`src/hw/rtl/mbe_pkg.sv`:
```
// ----------------------------------------------------------------------------
// mbe_pkg
// Shared types and constants of the escape-time pixel evaluator: controller
// states, the command and status groups between controller and datapath, and
// field widths.
// ----------------------------------------------------------------------------
`default_nettype none

package mbe_pkg;

  localparam int unsigned COORD_W = 32;
  localparam int unsigned LIMIT_W = 12;
  localparam int unsigned COUNT_W = 13;
  localparam int unsigned LEVEL_W = 8;
  localparam int unsigned PROD_W  = 2 * COORD_W;

  localparam logic [LIMIT_W-1:0] LIMIT_RST = 12'd255;

  typedef enum logic [3:0] {
    ST_IDLE = 4'b0001,
    ST_MUL  = 4'b0010,
    ST_UPD  = 4'b0100,
    ST_HOLD = 4'b1000
  } state_t;

  typedef struct packed {
    logic load;  // capture c, z = c, count = 0
    logic mul;   // register the three products of z
    logic step;  // advance z, bump the count
    logic emit;  // load the result register
  } cmd_t;

  typedef struct packed {
    logic finish;  // current z escaped or count reached the cap
  } status_t;

endpackage

`default_nettype wire

```
`src/hw/rtl/mbe_ctrl.sv`:
```
// ----------------------------------------------------------------------------
// mbe_ctrl
// Sequencer of the evaluator: alternates product and update cycles until the
// datapath reports the end, then hands the result to the output register.
// ----------------------------------------------------------------------------
`default_nettype none

module mbe_ctrl (
  input  wire logic            clk,
  input  wire logic            rst_n,
  input  wire logic            in_tvalid,
  output logic                 in_tready,
  output logic                 out_tvalid,
  input  wire logic            out_tready,
  output mbe_pkg::cmd_t        cmd,
  input  wire mbe_pkg::status_t status
);

  mbe_pkg::state_t state_r, state_nxt;
  logic            out_valid_r, out_valid_nxt;
  logic            out_free;

  assign out_free   = !out_valid_r || out_tready;
  assign in_tready  = (state_r == mbe_pkg::ST_IDLE);
  assign out_tvalid = out_valid_r;

  always_comb begin
    state_nxt = state_r;
    cmd       = '0;
    case (state_r)
      mbe_pkg::ST_IDLE: begin
        if (in_tvalid) begin
          cmd.load  = 1'b1;
          state_nxt = mbe_pkg::ST_MUL;
        end
      end
      mbe_pkg::ST_MUL: begin
        cmd.mul   = 1'b1;
        state_nxt = mbe_pkg::ST_UPD;
      end
      mbe_pkg::ST_UPD: begin
        if (status.finish) begin
          if (out_free) begin
            cmd.emit  = 1'b1;
            state_nxt = mbe_pkg::ST_IDLE;
          end else begin
            state_nxt = mbe_pkg::ST_HOLD;
          end
        end else begin
          cmd.step  = 1'b1;
          state_nxt = mbe_pkg::ST_MUL;
        end
      end
      mbe_pkg::ST_HOLD: begin
        // hold the finished item until the result register frees up
        if (out_free) begin
          cmd.emit  = 1'b1;
          state_nxt = mbe_pkg::ST_IDLE;
        end
      end
      default: state_nxt = mbe_pkg::ST_IDLE;
    endcase
  end

  always_comb begin
    out_valid_nxt = out_valid_r;
    if (cmd.emit) begin
      out_valid_nxt = 1'b1;
    end else if (out_tready) begin
      out_valid_nxt = 1'b0;
    end
  end

  always_ff @(posedge clk) begin
    if (!rst_n) begin
      state_r     <= mbe_pkg::ST_IDLE;
      out_valid_r <= 1'b0;
    end else begin
      state_r     <= state_nxt;
      out_valid_r <= out_valid_nxt;
    end
  end

endmodule

`default_nettype wire

```
`config.mk`:
```
export PLATFORM = sky130hd
export DESIGN_NAME = mbe_ctrl
export DESIGN_NICKNAME = d
export VERILOG_FILES = /design/src/hw/rtl/mbe_pkg.sv /design/src/hw/rtl/mbe_ctrl.sv
export SDC_FILE = /design/constraint.sdc
export NUM_CORES = 1
export LEC_CHECK = 0
export BUFFER_PORTS_ARGS = -buffer_cell sky130_fd_sc_hd__buf_2
export CAP_MARGIN = 20
export CELL_PAD_IN_SITES_DETAIL_PLACEMENT = 1
export CELL_PAD_IN_SITES_GLOBAL_PLACEMENT = 2
export CORE_MARGIN = 3
export CORE_UTILIZATION = 21
export DETAILED_ROUTE_END_ITERATION = 10
export GPL_TIMING_DRIVEN = 1
export HOLD_SLACK_MARGIN = 0.08
export PLACE_DENSITY_LB_ADDON = 0.1
export REMOVE_ABC_BUFFERS = 1
export SYNTH_ARGS = -nofsm -noshare
export SYNTH_HDL_FRONTEND = slang
export SYNTH_SLANG_ARGS = --single-unit
```
`constraint.sdc`:
```
create_clock -name clk -period 1.3 [get_ports clk]
set_input_delay 0.325 -clock clk [delete_from_list [all_inputs] [get_ports clk]]
set_output_delay 0.325 -clock clk [all_outputs]
set_load 0.02 [all_outputs]
```
== After elaboration in Yosys (flattened, before gate mapping) ==
Cells that the tools add are included.

* Output and inout port bits: 6
* Bits of input ports: 5
* Register bits: 5
* Logic and storage cells: 27

* Mux-type cells: 15
* Reductions and logical operators: 4
* Eq/ne operators: 6

{| class="wikitable"
|+ Operators by type and width
! operator !! count
|-
| 2-to-1 mux 4 bit || 4
|-
| case mux 4 bit (4 select lines) || 1
|-
| 2-to-1 mux 1 bit || 9
|-
| equality test 4 x 1 -> 1 bit (second input constant) || 1
|-
| equality test 4 x 2 -> 1 bit (second input constant) || 1
|-
| equality test 4 x 3 -> 1 bit (second input constant) || 1
|-
| equality test 4 bit (second input constant) || 1
|-
| inequality test 2 bit (second input constant) || 2
|-
| case mux 1 bit (2 select lines) || 1
|-
| AND reduction 2 bit || 1
|-
| nonzero test 2 bit || 1
|-
| logical NOT 1 bit || 1
|-
| logical OR 1 bit || 1
|}

== Longest topological paths before layout ==
Gate-level depths: netlist of run 1.

* Depth after elaboration: 6
* Mapped depth: 4
* Gate-level depth less buffers: 3

== Worst setup path after synthesis of run 1 ==
Ideal clock, no wire load.

* Path type: register to output
* Start: register state_r[1]
* End: output cmd[3] (netlist name)
* Path slack: -0.322 ns
* Stages on the path, launching flop included: 3
* Path buffers: 0
* Arrival: 1.297 ns
* Required time: 0.975 ns
* Cell sequence: dfxtp_1 nor4b_2 and2_1

{| class="wikitable"
|+ RTL lines
! element !! line !! text
|-
| start: declaration || mbe_ctrl.sv:19 || <nowiki>mbe_pkg::state_t state_r, state_nxt;</nowiki>
|-
| start signal: assignment || mbe_ctrl.sv:76 || <nowiki>state_r <= mbe_pkg::ST_IDLE;</nowiki>
|-
| start signal: assignment || mbe_ctrl.sv:79 || <nowiki>state_r <= state_nxt;</nowiki>
|-
| end: declaration || mbe_ctrl.sv:15 || <nowiki>output mbe_pkg::cmd_t cmd,</nowiki>
|}

==> metrics.cfg, run 1 <==
[timing]
hold_slack_ps = 285
drv_slew = 0
period_needed_ps = 1680
finClkSkew_ps = 4.06
rsz0062_at_grt = yes
tightest_slew_ps = 397
setup_viol = 7
worst_slack_ps = -377
relSlewSlack_pct = 73.3
hold_viol_final = 0
max_clock_freq_mhz = 596
period_share_pct = 129

[critical_path]
worstSetupEndpointType = primary output
critPathTopFamily = simple AND/OR/NAND/NOR gates
reg2reg_slack_ps = -150
cp_num_buf_inv = 1
crit_path_start_kind = register
timing.rr.end = state_r[0]
cp_data_required_time_ps = 980
slowest_delay_ps = 530
worstSetupPathType = register to primary output
critical_path.cell_chain = or4b_4, nor2_1, buf_4
critPathArrivalTime_ps = 1350
reg2reg_depth = 5
worstReg2RegStart = state_r[1]
crit_slowest_cell = or4b_4
crit_fanout = 3

[min_path]
min_to = state_r[0]
hold_class = input port to register
whs_path_depth = 2
hp-start = rst_n

[global_routing]
antenna_found_initial = 0
grt-busiest-layer = met2
grt_overflow = 0
grtUsageMet1_pct = 10.5
grt_util_all_layers_pct = 11.1
grt_pass1_vias = 301
grt_max_degree = 8
grt_pass1_wl_um = 1370
met3_usage_pct = 2.58
met2_usage_pct = 18.8

[synth]
synth_warnings = 0
synthTopCellsByCount = dfxtp_1 (5), nand2b_1 (4), a21oi_1 (2), nor4b_1 (2)
synth_most_common_cell = dfxtp_1
synthFlopType = dfxtp_1
ys_top_cells_by_area = dfxtp_1 (36%), nand2b_1 (9.0%), nor4b_1 (6.3%), nor4b_2 (5.4%), nor3b_2 (4.5%)
synth_area_leader_cell = dfxtp_1
yosys.area.top_type_share_pct = 36.0
postSynthAreaPerCell_um2 = 9.58
synthCells = 29
synth_enable_flop_cells = 0
synth_seq_cells = 5
syn-cell-area_um2 = 278
seq_area_frac_synth_pct = 36.0
async_flop_share_pct = 0
synth_cell_types = 20

[routing]
avgViaCountPerCell = 4.73
vias = 312
wirelength_um = 885
dr.pass1.iters = 4
drt_iter0_drc = 1
postRouteAntennaNets = 0
wl_per_cell_um = 13.4
remaining_drc_errors = 0

[clocking]
h-tree-depth = 1
clock-root-buffer = clkbuf_4
clkTransAtPathRegs_ps = 50
numCtsBuffers = 3
cts_tree = done
clk-insertion-delay-late_ps = 250
cts_hold_buf = 0
clk_path_buf_depth = 2
clock_sinks = 5

[final_layout]
area_growth_pct = 74.8
drive_gt1_share_pct = 61.5
fill_cells = 149
fin_nets = 58
num_antenna_cells = 0

[run_status]
violations = negative setup slack
status = finished with violations

[floorplan]
die-area_mm2 = 0.00180
die_y_um = 42.4
die_x_um = 42.4
fp-row-count = 12
initial_core_util_pct = 23.7
core_area_mm2 = 0.00117
ios = 11

[place]
hpwl_um = 663
port_buffers = 10
dp_slack_ps = -187
gp_congestion = 0.689

[power_and_ir_drop]
power_density_mw_per_mm2 = 1000
p_leak_nw = 0.211
peakVddDrop_uv = 412

[flow_run]
drv_cap = 0

[power breakdown]
part / total [W] / switching (W) / internal [W]
combinational: 0.000125 / 0.0000573 / 0.0000674
clock: 0.000190 / 0.0000738 / 0.000117
sequential: 0.000170 / 0.00000738 / 0.000163
total: 0.000485 / 0.000138 / 0.000347
[timing repair]
item | 4_1_cts | 5_1_grt
endpoints found under the hold margin | 0 | 0
endpoints found under the setup margin | 8 | 9
buffers inserted | 1 | 0
gates resized for setup | 12 | 1
[metrics by stage]
stage | utilization (%) | setup TNS, ps | total power [W] | cells | instance area [µm²]
3_5_place_dp | 34.6 | -713 | 0.000288 | 61 | 405
3_3_place_gp | 34.6 | -568 | 0.000284 | 61 | 405
6_report | 41.5 | -1760 | 0.000485 | 66 | 485
4_1_cts | 40.7 | -1830 | 0.000492 | 66 | 477
5_1_grt | 41.5 | -2220 | 0.000521 | 66 | 485
2_1_floorplan | - | -1250 | 0.000233 | 28 | 270
[registers in the layout, summed over array words and instances (netlist names)]
name	count
out_tvalid	1
state_r	4
[layer usage]
| metal | vias up | wire [µm] | share of wire (%) |
|---|---|---|---|
| li1 | 155 | - | - |
| met1 | 149 | 361 | 41 |
| met2 | 5 | 472 | 53 |
| met3 | 3 | 22 | 2.5 |
| met4 | 0 | 29 | 3.3 |
| met5 | - | 0 | 0 |
[worst max-delay path by stage]
stage / from / to / depth (start not counted)
floorplan: state_r[1] / cmd[3] / 2
finish: state_r[1] / cmd[1] / 3
CTS: state_r[1] / cmd[1] / 3
global placement: state_r[2] / cmd[1] / 3
global route: state_r[3] / cmd[0] / 4
detailed placement: state_r[2] / cmd[1] / 3
[cell type report]
| class | count | area [µm²] | share of cell area [%] |
|---|---|---|---|
| inverter | 1 | 3.75 | 0.773 |
| multi-input combinational | 22 | 195 | 40.2 |
| sequential | 5 | 104 | 21.4 |
| timing repair buffer | 20 | 139 | 28.6 |
| tap | 14 | 17.5 | 3.61 |
| clock buffer | 4 | 26.3 | 5.41 |
[cells in the final DEF (no fill, tap or decap), drive strengths merged]
cell type,n
or4b,1
and2,1
nand3b,1
xnor2,1
nor2,1
and3,1
clkbuf,4
dfxtp,5
buf,20
o2bb2ai,1
nor2b,1
a21oi,2
a211o,1
nand2b,4
nor4,1
nor3b,1
nor4b,3
o311ai,1
nor3,1
inv,1
[cell families (layout without fill, tap and decap cells)]
group | after synthesis | after routing | synth area share [%]
AND/OR/NAND/NOR | 16 | 16 | 43.7
flip-flops | 5 | 5 | 36.0
XOR/XNOR | 1 | 1 | 3.15
AO/OA/AOI/OAI | 5 | 5 | 13.1
buffers and inverters | 2 | 25 | 4.05
No activity file was read; power rests on OpenSTA's default activity.
==> run 2, diff against run 1 <==
ABC_AREA = 1   (was unset)
CORE_ASPECT_RATIO = 1.25   (was unset)
CORE_UTILIZATION = 18   (was 21)
==> run 2 against run 1 <==
The run still ends with negative setup slack left. Synthesized cell count grew 83%. Global-route usage shrank 1.5 points. Non-clock buffer count shrank 1. Wire length grew 1.8%. Setup slack gained 230 ps. Critical path depth grew 3. Synthesized area grew 10%.
==> metrics.cfg, run 2 <==
[critical_path]
cp_data_required_time_ps = 980  ; about the same
reg2reg_depth = 11  ; was 5
worstSetupPathType = register to primary output  ; unchanged
crit_path_start_kind = register  ; unchanged
critPathArrivalTime_ps = 1120  ; was 1350 ps
worstReg2RegStart = state_r[3]  ; was state_r[1]
timing.rr.end = out_tvalid  ; was state_r[0]
crit_fanout = 3  ; unchanged
startpoint = state_r[3]  ; was state_r[1]
worstSetupEndpointType = primary output  ; unchanged
reg2reg_slack_ps = -80  ; was -150 ps

[timing]
hold_slack_ps = 279  ; was 285 ps
setup_viol = 7  ; unchanged
period_needed_ps = 1450  ; was 1680 ps
setup_tns_ps = -684  ; was -1760 ps
relSlewSlack_pct = 90.8  ; was 73.3%
hold_viol_final = 0  ; unchanged
rsz0062_at_grt = yes  ; unchanged
finClkSkew_ps = 4.99  ; was 4.06 ps
tightest_slew_ps = 137  ; was 397 ps
drv_slew = 0  ; unchanged
worst_slack_ps = -147  ; was -377 ps
max_clock_freq_mhz = 691  ; was 596 MHz
period_share_pct = 111  ; was 129%

[routing]
vias = 390  ; was 312
dr.pass1.iters = 2  ; was 4
drt_iter0_drc = 3  ; was 1
postRouteAntennaNets = 0  ; unchanged
wirelength_um = 901  ; was 885 µm
wl_per_cell_um = 9.69  ; was 13.4 µm
remaining_drc_errors = 0  ; unchanged
avgViaCountPerCell = 4.19  ; was 4.73

[final_layout]
final_core_util_pct = 34.3  ; was 41.5%
layout_commonest_cell = buf_4  ; unchanged
final_cell_mix = buf_4 (10), inv_1 (9), nand2_1 (8), nand2_2 (7), buf_2 (6)  ; was buf_4 (13), buf_2 (6), nand2b_1 (4), clkbuf_4 (3), dfxtp_2 (3)
design_area_um2 = 543  ; was 485 µm²
fin_nets = 81  ; was 58
num_antenna_cells = 0  ; unchanged
drive_gt1_share_pct = 61.3  ; was 61.5%
area_growth_pct = 77.1  ; was 74.8%
top_register = state_r  ; unchanged
largest_register_ff_count = 4  ; unchanged

[min_path]
hold_class = input port to register  ; unchanged
hp-start = rst_n  ; unchanged
whs_path_depth = 3  ; was 2
min_to = out_tvalid  ; was state_r[0]

[power_and_ir_drop]
p_leak_nw = 0.293  ; was 0.211 nW
power_density_mw_per_mm2 = 1180  ; was 1000 mW/mm²
peakVddDrop_uv = 383  ; was 412 µV
power.total_w = 0.000641  ; was 0.000485 W

[floorplan]
die_y_um = 52.1  ; was 42.4 µm
die-area_mm2 = 0.00224  ; was 0.00180 mm²
ios = 11  ; unchanged
fp-row-count = 16  ; was 12
initial_core_util_pct = 19.4  ; was 23.7%
die_x_um = 42.9  ; was 42.4 µm
core_area_mm2 = 0.00158  ; was 0.00117 mm²

[synth]
syn-cell-area_um2 = 307  ; was 278 µm²
synth_cell_types = 10  ; was 20
synth_enable_flop_cells = 0  ; unchanged
synthFlopType = dfxtp_1  ; unchanged
postSynthAreaPerCell_um2 = 5.78  ; was 9.58 µm²
synth_area_leader_cell = dfxtp_1  ; unchanged
yosys.area.top_type_share_pct = 32.7  ; was 36.0%
synthTopCellsByCount = nand2_1 (15), inv_1 (13), nor2_1 (7)  ; was dfxtp_1 (5), nand2b_1 (4), a21oi_1 (2), nor4b_1 (2)
synth_most_common_cell = nand2_1  ; was dfxtp_1
synthSimpleGateAreaFrac_pct = 45.7  ; was 43.7%
synth_fa_ha_area_share_pct = 0  ; unchanged
seq_area_frac_synth_pct = 32.7  ; was 36.0%
synth_top_family_by_area = simple AND/OR/NAND/NOR gates  ; unchanged
async_flop_share_pct = 0  ; unchanged
synth_warnings = 0  ; unchanged
synthCells = 53  ; was 29
synth_seq_cells = 5  ; unchanged
synthXorXnorAreaFrac_pct = 0  ; was 3.15%
ys_top_cells_by_area = dfxtp_1 (33%), nand2_1 (18%), inv_1 (16%), nor2_1 (8.6%), nand3_1 (8.2%)  ; was dfxtp_1 (36%), nand2b_1 (9.0%), nor4b_1 (6.3%), nor4b_2 (5.4%), nor3b_2 (4.5%)
synth_compound_area_share_pct = 3.27  ; was 13.1%
synth.area.mux_share_pct = 0  ; unchanged

[global_routing]
grt_max_degree = 5  ; was 8
antenna_found_initial = 0  ; unchanged
grt_pass1_wl_um = 1560  ; was 1370 µm
grt_pass1_vias = 413  ; was 301
grt_overflow = 0  ; unchanged
grt_util_all_layers_pct = 9.65  ; was 11.1%

[clocking]
clk_path_buf_depth = 2  ; unchanged
clock-root-buffer = clkbuf_4  ; unchanged
h-tree-depth = 1  ; unchanged
clk-insertion-delay-late_ps = 250  ; about the same
cts_tree = done  ; unchanged
clkTransAtPathRegs_ps = 50  ; about the same
clock_sinks = 5  ; unchanged
numCtsBuffers = 3  ; unchanged

[place]
gp_congestion = 0.685  ; was 0.689
dpl_cell_area_um2 = 402  ; was 405 µm²
hpwl_um = 720  ; was 663 µm
port_buffers = 10  ; unchanged

[run_status]
status = finished with violations  ; unchanged
violations = negative setup slack  ; unchanged

[flow_run]
drv_cap = 0  ; unchanged

-- run 2: changes by cell type after synthesis, sizes merged, moves of 3 or more --
cell,delta
nand3,+5
inv,+12
nor2,+10
nand2,+15
nand2b,-4
nor4b,-3
-- run 2: power by group --
part	internal (W)	switching, W
logic	0.000104	0.000142
registers	0.000175	0.0000254
clock network	0.000117	0.0000782
-- run 2: metal layers --
layer	wire length, µm	GRT usage, %	vias up	share of wire [%]
met3	58	1.38	4	6.4
met5	0	0	-	0
met4	27	7.77	0	3.0
li1	-	-	197	-
met1	343	9.96	175	38
met2	471	17.0	14	52
-- run 2: how the worst max path moves through the flow --
stage	cells after the start	slack, ps	to
2_1_floorplan	3	-50	cmd[0]
3_3_place_gp	6	20	cmd[0]
3_5_place_dp	6	3	cmd[0]
4_1_cts	6	-190	cmd[0]
5_1_grt	4	-190	cmd[2]
6_report	6	-150	cmd[0]
-- run 2: final cells by class --
type	count	area, µm²
fillers	205	1040
well taps	18	22.5
repair buffers	19	139
multi-input cells	34	196
inverters	13	51.3
clock buffers	4	26.3
flip-flops and latches	5	108
-- run 2: worst max-delay path, cell delays in order, from the launching register on --
cell and delay, ps:
dfxtp_2 320, inv_2 70, nand2_2 60, nor2_4 140, nand2_2 80, o21ai_2 60
buf_6 130
-- run 2: cell families (layout without fill, tap and decap cells) --
family	Yosys count	after routing
buffers and inverters	14	36
AND/OR/NAND/NOR	32	32
flip-flops	5	5
AO/OA/AOI/OAI	2	2
-- run 2: what timing repair did --
item                                    4_1_cts  5_1_grt
endpoints found under the setup margin        5        7
hold buffers                                  0        0
setup buffers                                 4        2
pin swaps                                     3        3
gates resized for setup                      20       13
-- run 2: through the flow --
stage	worst slack (ps)	cells
final	-147	93
after global routing	-188	93
after CTS	-185	92
after detailed placement	3.03	84
after global placement	17.7	84
after floorplan	-51.0	52
==> run 3, diff against run 2 <==
CORE_ASPECT_RATIO = unset   (was 1.25)
CORE_UTILIZATION = 21   (was 18)
CTS_BUF_LIST = sky130_fd_sc_hd__clkbuf_8   (was unset)
==> run 3 against run 2 <==
The run still ends with negative setup slack left. Sequential power about the same. Flip-flop and latch count unchanged. Global-route usage up 2.1 points. Clock power rose by 43%. Die area decreased by 13%. Non-clock buffer count rose by 2. Fmax up 2.6%. Critical path depth stayed put. Hold slack improved by 42 ps. First-iteration DRC count did not move.
==> metrics.cfg, run 3 (synthesis gave the netlist of run 2 again) <==
[global_routing]
grt_pass1_vias = 362  ; was 413
grt_max_degree = 5  ; unchanged
grt_pass1_wl_um = 1600  ; was 1560 µm
antenna_found_initial = 0  ; unchanged
grt_overflow = 0  ; unchanged
grt_util_all_layers_pct = 11.7  ; was 9.65%

[timing]
setup_tns_ps = -547  ; was -684 ps
relSlewSlack_pct = 88.6  ; was 90.8%
rsz0062_at_grt = yes  ; unchanged
worst_slack_ps = -109  ; was -147 ps
finClkSkew_ps = 0.954  ; was 4.99 ps
max_clock_freq_mhz = 710  ; was 691 MHz
tightest_slew_ps = 170  ; was 137 ps
drv_slew = 0  ; unchanged
period_needed_ps = 1410  ; was 1450 ps
setup_viol = 7  ; unchanged
period_share_pct = 108  ; was 111%
hold_viol_final = 0  ; unchanged

[place]
port_buffers = 10  ; unchanged
place_inst = 80  ; was 84
dp_slack_ps = 29.2  ; was 3.03 ps
gp_congestion = 0.698  ; was 0.685
hpwl_um = 667  ; was 720 µm
dpl_cell_area_um2 = 390  ; was 402 µm²

[routing]
postRouteAntennaNets = 0  ; unchanged
vias = 378  ; was 390
dr.pass1.iters = 2  ; unchanged
drt_iter0_drc = 3  ; unchanged
avgViaCountPerCell = 4.11  ; was 4.19
remaining_drc_errors = 0  ; unchanged
wirelength_um = 930  ; was 901 µm
wl_per_cell_um = 10.1  ; was 9.69 µm

[clocking]
clk_path_buf_depth = 2  ; unchanged
clk-insertion-delay-late_ps = 220  ; was 250 ps
h-tree-depth = 1  ; unchanged
clock-root-buffer = clkbuf_8  ; was clkbuf_4
cts_hold_buf = 0  ; unchanged
numCtsBuffers = 3  ; unchanged
cts_tree = done  ; unchanged
clkTransAtPathRegs_ps = 30  ; was 50 ps
clock_sinks = 5  ; unchanged

[critical_path]
critPathArrivalTime_ps = 1080  ; was 1120 ps
crit_path_start_kind = register  ; unchanged
crit_slowest_cell = dfxtp_2  ; unchanged
reg2reg_slack_ps = -80  ; about the same
timing.rr.end = out_tvalid  ; unchanged
cp_num_buf_inv = 2  ; unchanged
critical_path.cell_chain = inv_2, nand2_2, nor2_4, nand2_2, o21ai_2, buf_6  ; unchanged
crit_fanout = 3  ; unchanged
startpoint = state_r[3]  ; unchanged
reg2reg_depth = 11  ; unchanged
critPathTopFamily = flip-flops  ; unchanged
endpoint = cmd[0]  ; unchanged
worstSetupPathType = register to primary output  ; unchanged
cp_data_required_time_ps = 980  ; about the same
cp.depth = 6  ; unchanged
worstSetupEndpointType = primary output  ; unchanged
slowest_delay_ps = 320  ; about the same
worstReg2RegStart = state_r[3]  ; unchanged
cpMostUsedCell = nand2_2  ; unchanged

[floorplan]
die-area_mm2 = 0.00195  ; was 0.00224 mm²
ios = 11  ; unchanged
core_area_mm2 = 0.00133  ; was 0.00158 mm²
initial_core_util_pct = 23.0  ; was 19.4%
die_x_um = 44.2  ; was 42.9 µm
die_y_um = 44.2  ; was 52.1 µm
fp-row-count = 13  ; was 16

[run_status]
violations = negative setup slack  ; unchanged
status = finished with violations  ; unchanged

[final_layout]
seqCellArea_um2 = 108  ; unchanged
final_cell_mix = buf_4 (13), inv_1 (11), nand2_2 (8), nand2_1 (7), buf_2 (6)  ; was buf_4 (10), inv_1 (9), nand2_1 (8), nand2_2 (7), buf_2 (6)
fin_nets = 83  ; was 81
design_area_um2 = 573  ; was 543 µm²
largest_register_ff_count = 4  ; unchanged
layout_commonest_cell = buf_4  ; unchanged
drive_gt1_share_pct = 62.3  ; was 61.3%
top_register = state_r  ; unchanged
fill_cells = 175  ; was 205
num_antenna_cells = 0  ; unchanged
stdcell_count = 92  ; was 93
multi_input_area_um2 = 200  ; was 196 µm²
area_growth_pct = 86.9  ; was 77.1%

[power_and_ir_drop]
p_leak_nw = 0.318  ; was 0.293 nW
peakVddDrop_uv = 617  ; was 383 µV
power.total_w = 0.000706  ; was 0.000641 W
power_density_mw_per_mm2 = 1230  ; was 1180 mW/mm²

[min_path]
whs_path_depth = 3  ; unchanged
hold_class = input port to register  ; unchanged

[flow_run]
drv_cap = 0  ; unchanged

## run 3: cell count changes in the layout (fill, tap and decap cells not counted), moves of 2 or more
cell	before	now
buf_4	10	13
clkbuf_8	0	3
clkbuf_4	3	0
inv_1	9	11
## run 3: worst min path at each step
| stage | from | end | slack [ps] |
|---|---|---|---|
| detailed placement | rst_n | out_tvalid | 550 |
| global route | rst_n | out_tvalid | 340 |
| floorplan | rst_n | out_tvalid | 420 |
| finish | rst_n | out_tvalid | 320 |
| CTS | rst_n | out_tvalid | 320 |
| global placement | rst_n | out_tvalid | 540 |
## run 3: worst register-to-register path, delay by kind of cell, from the launching register on
kind	cells	cell delay, ps
buffers and inverters	6	610
flip-flops	1	320
AND/OR/NAND/NOR	5	400
## run 3: final cells by class
type                            instances  area share, %
Multi-Input combinational cell         34           34.9
Inverter                               13           8.95
Tap cell                               15           3.28
Timing Repair Buffer                   21           26.2
Clock buffer                            3           7.21
Sequential cell                         5           18.8
Clock inverter                          1          0.655
## run 3: where the power goes
group,switching (W),total [W],internal [W]
clock network,0.0000770,0.000279,0.000202
logic,0.000133,0.000225,0.0000920
registers,0.0000256,0.000201,0.000176
## run 3: layer usage
metal	GRT usage [%]	vias to the layer above	share of wire (%)
met1	13.2	165	41
met4	1.81	0	0
met3	7.32	0	7.6
li1	-	202	-
met5	0	-	0
met2	19.2	11	51
## run 3: metrics by stage
stage	utilization, %	hold slack (ps)
final	43.0	320
after global routing	43.0	345
after CTS	39.0	320
after detailed placement	29.3	549
after global placement	29.3	545
after floorplan	-	423
## run 3: timing repair
item / in CTS / in global routing
buffers inserted: 7 / 1
pin swaps: 3 / 2
gates cloned: 0 / 0
endpoints found under the setup margin: 5 / 8
resized for setup: 18 / 14
